File: config.mk
export PLATFORM = sky130hd
export DESIGN_NAME = tkrt_ctrl
export DESIGN_NICKNAME = d
export VERILOG_FILES = /design/src/tkrt_pkg.sv /design/src/tkrt_ctrl.sv
export SDC_FILE = /design/constraint.sdc
export NUM_CORES = 1
export LEC_CHECK = 0
export BUFFER_PORTS_ARGS = -buffer_cell sky130_fd_sc_hd__buf_2
export CAP_MARGIN = 5
export CORE_ASPECT_RATIO = 1.4
export CORE_MARGIN = 5
export CORE_UTILIZATION = 30
export DETAILED_ROUTE_END_ITERATION = 8
export PLACE_DENSITY = 0.52
export SLEW_MARGIN = 5
export SYNTH_ARGS = -nofsm -noshare
export SYNTH_HDL_FRONTEND = slang
export SYNTH_SLANG_ARGS = --single-unit
File: constraint.sdc
create_clock -name i_clk -period 2.2 [get_ports i_clk]
set_input_delay 0.33 -clock i_clk [delete_from_list [all_inputs] [get_ports i_clk]]
set_output_delay 0.33 -clock i_clk [all_outputs]
set_load 0.05 [all_outputs]
File: src/tkrt_pkg.sv
// shared types, field widths and codes of the top k rating tracker
// no dependencies
`timescale 1ns / 1ps

package tkrt_pkg;

    localparam int VOTES_W  = 32;
    localparam int RATING_W = 7;
    localparam int YEAR_W   = 12;
    localparam int TITLE_W  = 20;
    localparam int RANK_W   = 7;
    localparam int STATUS_W = 3;
    localparam int FILL_W   = 7;

    localparam logic [VOTES_W-1:0] MIN_VOTES_RESET = 32'd100000;

    localparam logic OP_INSERT = 1'b0;
    localparam logic OP_READ   = 1'b1;

    localparam logic [STATUS_W-1:0] ST_BELOW_MIN   = 3'd0;
    localparam logic [STATUS_W-1:0] ST_NOT_BETTER  = 3'd1;
    localparam logic [STATUS_W-1:0] ST_INSERTED    = 3'd2;
    localparam logic [STATUS_W-1:0] ST_EVICTED     = 3'd3;
    localparam logic [STATUS_W-1:0] ST_READ_DONE   = 3'd4;

    typedef struct packed {
        logic [VOTES_W-1:0]  votes;
        logic [RATING_W-1:0] rating;
        logic [YEAR_W-1:0]   year;
        logic [TITLE_W-1:0]  title_id;
    } t_entry;

    typedef struct packed {
        logic                load_item;
        logic                rd_en;
        logic                wr_en;
        logic                wr_new;
        logic                cnt_inc;
        logic                res_load;
        logic                res_entry;
        logic [STATUS_W-1:0] res_status;
        logic                out_load;
    } t_dp_cmd;

    typedef struct packed {
        logic              op_read;
        logic              below_min;
        logic              rank_hit;
        logic              beats;
        logic [RANK_W-1:0] rank;
    } t_dp_stat;

    // a ranks strictly above b: higher rating, or same rating and more votes
    function automatic logic ranks_above(input t_entry a, input t_entry b);
        return {a.rating, a.votes} > {b.rating, b.votes};
    endfunction

endpackage

File: src/tkrt_ctrl.sv
// controller: request handshake, insert scan sequencing, result handshake
// depends on tkrt_pkg
`timescale 1ns / 1ps

module tkrt_ctrl #(
    parameter int CAPACITY = 100,
    parameter int IDX_W    = 7,
    parameter int CNT_W    = 7
) (
    input  logic               i_clk,
    input  logic               i_rst_n,
    input  logic               i_in_valid,
    input  logic               i_out_ready,
    input  tkrt_pkg::t_dp_stat i_stat,
    input  logic [CNT_W-1:0]   i_count,
    output logic               o_in_ready,
    output logic               o_out_valid,
    output tkrt_pkg::t_dp_cmd  o_cmd,
    output logic [IDX_W-1:0]   o_rd_addr,
    output logic [IDX_W-1:0]   o_wr_addr
);
    import tkrt_pkg::*;

    localparam logic [2:0] S_IDLE   = 3'd0;
    localparam logic [2:0] S_DECIDE = 3'd1;
    localparam logic [2:0] S_RDOUT  = 3'd2;
    localparam logic [2:0] S_CHK    = 3'd3;
    localparam logic [2:0] S_SCAN   = 3'd4;
    localparam logic [2:0] S_PLACE0 = 3'd5;
    localparam logic [2:0] S_DONE   = 3'd6;

    localparam int LAST_IDX = CAPACITY - 1;
    localparam int SCAN_TOP = (CAPACITY > 1) ? CAPACITY - 2 : 0;

    logic [2:0]       r_state, n_state;
    logic [IDX_W-1:0] r_idx, n_idx;
    logic             r_out_valid, n_out_valid;

    always_ff @(posedge i_clk) begin
        if (!i_rst_n) begin
            r_state     <= S_IDLE;
            r_out_valid <= 1'b0;
        end else begin
            r_state     <= n_state;
            r_out_valid <= n_out_valid;
        end
    end

    always_ff @(posedge i_clk) begin
        r_idx <= n_idx;
    end

    always_comb begin
        n_state     = r_state;
        n_idx       = r_idx;
        n_out_valid = r_out_valid && !i_out_ready;
        o_cmd       = '0;
        o_in_ready  = 1'b0;
        o_rd_addr   = r_idx;
        o_wr_addr   = IDX_W'(r_idx + 1'b1);
        case (r_state)
            S_IDLE: begin
                o_in_ready = 1'b1;
                if (i_in_valid) begin
                    o_cmd.load_item = 1'b1;
                    n_state         = S_DECIDE;
                end
            end
            S_DECIDE: begin
                if (i_stat.op_read) begin
                    if (i_stat.rank_hit) begin
                        o_cmd.rd_en = 1'b1;
                        o_rd_addr   = IDX_W'(i_stat.rank);
                        n_state     = S_RDOUT;
                    end else begin
                        o_cmd.res_load   = 1'b1;
                        o_cmd.res_status = ST_READ_DONE;
                        n_state          = S_DONE;
                    end
                end else if (i_stat.below_min) begin
                    o_cmd.res_load   = 1'b1;
                    o_cmd.res_status = ST_BELOW_MIN;
                    n_state          = S_DONE;
                end else if (i_count == CNT_W'(CAPACITY)) begin
                    // compare against the current minimum first
                    o_cmd.rd_en = 1'b1;
                    o_rd_addr   = IDX_W'(LAST_IDX);
                    n_state     = S_CHK;
                end else begin
                    o_cmd.res_load   = 1'b1;
                    o_cmd.res_status = ST_INSERTED;
                    o_cmd.cnt_inc    = 1'b1;
                    if (i_count == '0) begin
                        o_cmd.wr_en  = 1'b1;
                        o_cmd.wr_new = 1'b1;
                        o_wr_addr    = '0;
                        n_state      = S_DONE;
                    end else begin
                        o_cmd.rd_en = 1'b1;
                        o_rd_addr   = IDX_W'(i_count - 1'b1);
                        n_idx       = IDX_W'(i_count - 1'b1);
                        n_state     = S_SCAN;
                    end
                end
            end
            S_RDOUT: begin
                o_cmd.res_load   = 1'b1;
                o_cmd.res_entry  = 1'b1;
                o_cmd.res_status = ST_READ_DONE;
                n_state          = S_DONE;
            end
            S_CHK: begin
                o_cmd.res_load = 1'b1;
                if (i_stat.beats) begin
                    o_cmd.res_status = ST_EVICTED;
                    if (CAPACITY == 1) begin
                        o_cmd.wr_en  = 1'b1;
                        o_cmd.wr_new = 1'b1;
                        o_wr_addr    = '0;
                        n_state      = S_DONE;
                    end else begin
                        o_cmd.rd_en = 1'b1;
                        o_rd_addr   = IDX_W'(SCAN_TOP);
                        n_idx       = IDX_W'(SCAN_TOP);
                        n_state     = S_SCAN;
                    end
                end else begin
                    o_cmd.res_status = ST_NOT_BETTER;
                    n_state          = S_DONE;
                end
            end
            S_SCAN: begin
                o_cmd.wr_en = 1'b1;
                if (i_stat.beats) begin
                    // move the held entry one rank down
                    if (r_idx == '0) begin
                        n_state = S_PLACE0;
                    end else begin
                        o_cmd.rd_en = 1'b1;
                        o_rd_addr   = IDX_W'(r_idx - 1'b1);
                        n_idx       = IDX_W'(r_idx - 1'b1);
                    end
                end else begin
                    o_cmd.wr_new = 1'b1;
                    n_state      = S_DONE;
                end
            end
            S_PLACE0: begin
                o_cmd.wr_en  = 1'b1;
                o_cmd.wr_new = 1'b1;
                o_wr_addr    = '0;
                n_state      = S_DONE;
            end
            S_DONE: begin
                if (!r_out_valid || i_out_ready) begin
                    o_cmd.out_load = 1'b1;
                    n_out_valid    = 1'b1;
                    n_state        = S_IDLE;
                end
            end
            default: begin
                n_state = S_IDLE;
            end
        endcase
    end

    assign o_out_valid = r_out_valid;

endmodule

=== Word-level counts from Yosys, hierarchy flattened ===
Cells that the tools add are included.

* Add/sub/neg operators: 3
* $mul: 0
* Div/mod/pow operators: 0
* Magnitude comparators: 0
* Eq/ne operators: 13
* Shift-type cells: 0
* Multiplexer cells: 62
* Bitwise logic cells: 0
* Reductions and logical operators: 12

{| class="wikitable"
|+ Operator list
! kind !! number
|-
| 7-bit two-way mux || 15
|-
| 7-bit one-hot mux with 3 select lines || 2
|-
| 3-bit two-way mux || 11
|-
| 1-bit two-way mux || 20
|-
| 3-bit one-hot mux with 6 select lines || 1
|-
| 7-bit zero test || 2
|-
| 7-bit one-hot mux with 2 select lines || 1
|-
| 7-bit by 1-bit subtractor with 7-bit output (second input constant) || 2
|-
| 2-bit two-way mux || 6
|-
| 2-bit inequality test (second input constant) || 5
|-
| 3-bit == test (second input constant) || 3
|-
| 3-bit one-hot mux with 3 select lines || 1
|-
| 4-bit two-way mux || 2
|-
| 7-bit by 1-bit adder with 7-bit output (second input constant) || 1
|-
| 7-bit == test (second input constant) || 1
|-
| 3-bit by 2-bit == test with 1-bit output (second input constant) || 2
|-
| 2-bit one-hot mux with 3 select lines || 1
|-
| 4-bit AND reduction || 1
|-
| 2-bit OR reduction || 2
|-
| 3-bit by 1-bit == test with 1-bit output (second input constant) || 1
|-
| 3-bit zero test || 1
|-
| 3-bit inequality test (second input constant) || 1
|-
| 1-bit one-hot mux with 3 select lines || 1
|-
| 3-bit AND reduction || 1
|-
| other kinds (5) || 6
|}

* Bits in registers: 11
* Bits in latches: 0
* RAM bits: 0
* Memory bits (read-only): 0
* Input port bits: 22
* Word-level logic and storage cells: 93
* Memories kept: 0

=== Longest topological paths before layout ===
* Depth in word-level cells: 6
* Depth in mapped cells: 8
* Gate-level depth less buffers: 7

=== Worst setup path after synthesis ===
No wires, ideal clock.

* Kind: input -> output
* Start point: input i_count[0]
* End point: output o_cmd[9] (netlist bit)
* Data arrival time: 2.467 ns
* Path slack: -0.597 ns
* Stages on the path: 8
* Path buffers: 1
* Cell sequence: inv_1 ha_1 nor2b_1 and2_2 buf_4 nor3_1 a211oi_1 o21ai_0

{| class="wikitable"
|+ RTL lines
! element !! line !! RTL
|-
| start: declaration || tkrt_ctrl.sv:15 || <nowiki>input logic [CNT_W-1:0] i_count,</nowiki>
|-
| end: declaration || tkrt_ctrl.sv:18 || <nowiki>output tkrt_pkg::t_dp_cmd o_cmd,</nowiki>
|}

=== Worst setup path after layout ===
* Start point: register r_idx[1]
* End point: output o_rd_addr[0]

* Word-level cells in the longest chain between the ends: 4

{| class="wikitable"
|+ Ends and longest elaborated chain
! element !! line !! RTL
|-
| start: declaration || tkrt_ctrl.sv:36 || <nowiki>logic [IDX_W-1:0] r_idx, n_idx;</nowiki>
|-
| start signal: assignment || tkrt_ctrl.sv:50 || <nowiki>r_idx <= n_idx;</nowiki>
|-
| 7-bit zero test || tkrt_ctrl.sv:136 || <nowiki>if (r_idx == '0) begin</nowiki>
|-
| 7-bit two-way mux || tkrt_ctrl.sv:136 ||
|-
| 7-bit two-way mux || tkrt_ctrl.sv:134 || <nowiki>if (i_stat.beats) begin</nowiki>
|-
| 7-bit one-hot mux with 3 select lines || tkrt_ctrl.sv:61 || <nowiki>case (r_state)</nowiki>
|-
| end: declaration || tkrt_ctrl.sv:19 || <nowiki>output logic [IDX_W-1:0] o_rd_addr,</nowiki>
|}

Every way passes these cells.

==> run metrics <==
status complete, but fails checks; failing checks negative setup slack; number of DRC markers in iteration 0 between 90 and 100; initial core utilization ~31%; PnR worst setup slack -0.190 ns; largest net degree at the start of global routing 14; CTS H-tree lvls 1; dpl cells between 300 and 400; clock skew 0.00714 ns; Critical Path RT between 1.5 and 2 ns; DRT Pass-1 Iters 4; Area growth syn-to-layout 76.3%; fin cells about 380; layout cells sized above 1 slightly below 60%; I/O Buffers between 40 and 50; Antenna Nets Post-Route 0; initial antenna violation count 0; root buffer cell clkbuf_8; standard-cell row count 31; CTS tree yes; routed wire length around 6200 um; final-report setup violation count 6; Remaining Overflow, GRT 0; drt via density between 5 and 6; synthesis warning total 0; Hold Violations, Final 0; #FFs+latches synth 11; syn nets about 250; DP Area around 2300 um^2; Synth top area share a little over an eighth; worst min path class input pin to register; diode count 0; post-synthesis sequential area ratio between 10% and 20%; die area between 6000 and 7000 um^2; vias in the first global route roughly 2.1k; hold slack between 0.3 and 0.4 ns; worst-path fanout max 5; via count about 2.0k; leading area contributor after synthesis edfxtp_1; CP endpoint kind output pin; RSZ-0062 raised after global routing yes; crit path DAT approximately 2 ns; worst-skew pair later-pin latency around 0.25 ns; Netlist cell types 58; asr flop ratio synth 0%; EDFF count, synth 7; maxcap violations 0; CTS max path bufs 2; TritonCTS Buffers 3; most frequent cell after synthesis a21oi_1; fin nets around 340; final setup TNS -0.605 ns; slew margin rel. between 40% and 50%; DRC viols 0; Die H 96.8 um; CP startpoint kind register; Peak Freq ~0.42 GHz; Synth Area per Inst ~7.4 um^2; Post-synth top cells a21oi_1 (22), nor2_1 (18), o21ai_0 (17); post-route clock period utilization 109%; Cells after Synth between 200 and 250; Sink Count 11; critical path type register to output pin; cell area after synthesis around 1600 um^2; Die W 72.0 um; max-slew violation count 0; first-pass GRT wire length just over 10000 um; core area just over 5000 um^2; Global Route Usage Sum between 10% and 20%; HPWL after DPL between 4000 and 5000 um; Worst-Margin Slew around 0.83 ns; top cells by area, synth edfxtp_1 (13%), a21oi_1 (6.8%), o21ai_0 (5.3%); design area between 2000 and 3000 um^2; GP Congestion 0.863; Synth Flop Type edfxtp_1; Clock Pin Slew Worst Setup and Hold Paths 0.06 ns; Avg WL per Cell between 15 and 20 um; # IOs a little under 50; Period minus WS final approximately 2.4 ns
-- worst paths after layout --
kind                                   from      endpoint  slack (ns)  cells after the start
worst max-delay path               r_idx[1]  o_rd_addr[0]       -0.19                      8
worst max register to register   r_state[2]      r_idx[3]        0.29                      4
worst min register to register  o_out_valid   o_out_valid        0.60                      3
worst min-delay path                i_rst_n   o_out_valid        0.34                      2
-- stage by stage --
| step | util, % | worst slack, ns |
|---|---|---|
| floorplan | - | -0.234 |
| global placement | 44.5 | -0.152 |
| detailed placement | 44.5 | -0.175 |
| CTS | 51.4 | -0.136 |
| global route | 54.8 | -0.254 |
| finish | 54.8 | -0.190 |
-- critical path, cell delays in order (launching register included) --
cell and delay (ns):
edfxtp_1 0.36, inv_2 0.07, buf_4 0.14, ha_2 0.16
nand3b_1 0.23, nor4b_2 0.27, o21ai_1 0.10, a211o_1 0.32
buf_6 0.16
-- layout make-up --
| type | count | area [um^2] |
|---|---|---|
| Sequential cell | 11 | 297 |
| Timing Repair Buffer | 109 | 841 |
| Multi-Input combinational cell | 180 | 1540 |
| Clock buffer | 4 | 45.0 |
| Fill cell | 482 | 2350 |
| Tap cell | 66 | 82.6 |
| Inverter | 11 | 41.3 |
-- cells in the final DEF (no fill, tap or decap), types with 3 or more instances in the layout --
cell type  instances
buf_6             18
or2_2              3
nor2_1            11
a21oi_2            5
clkbuf_8           3
a21oi_1           18
o22ai_1            3
a211o_1            3
buf_2             29
o21a_1             3
nor2_4             6
buf_4             59
xnor2_1            6
o21ai_0           13
edfxtp_1           7
inv_2              5
nand2_1           10
inv_1              6
nor3_2             4
mux2i_1            6
nand3_1            6
nor3b_1            4
xor2_1             3
nand3_2            4
-- registers in the layout, summed over array words and instances, names as in the netlist --
| register | flops |
|---|---|
| r_idx | 7 |
| r_state | 3 |
| o_out_valid | 1 |
-- per-layer routing --
metal  up-vias  global-route usage, %  share of wire [%]
li1       1000                      -                  -
met3        18                   1.76                5.3
met5         -                      0                  0
met4         0                   10.1                3.3
met2        83                   30.5                 53
met1       936                   21.0                 38
-- repair_timing --
action	4_1_cts	5_1_grt
endpoints found under the setup margin	17	18
pin swaps	12	8
hold buffers	0	0
gates resized for setup	60	41
setup buffers	8	2
-- kinds of logic (layout without fill, tap and decap cells) --
kind of cell | count (synthesis) | count (layout) | synth area share, %
simple gates | 81 | 81 | 30.1
buf+inv | 27 | 124 | 6.51
compound gates | 75 | 75 | 30.2
flops | 11 | 11 | 18.0
mux | 8 | 8 | 5.34
fa+ha+maj | 5 | 5 | 3.87
xor+xnor | 11 | 11 | 5.96
Power is not shown: default switching activity piles up to over one toggle a cycle in this logic, so the estimate is an artifact.
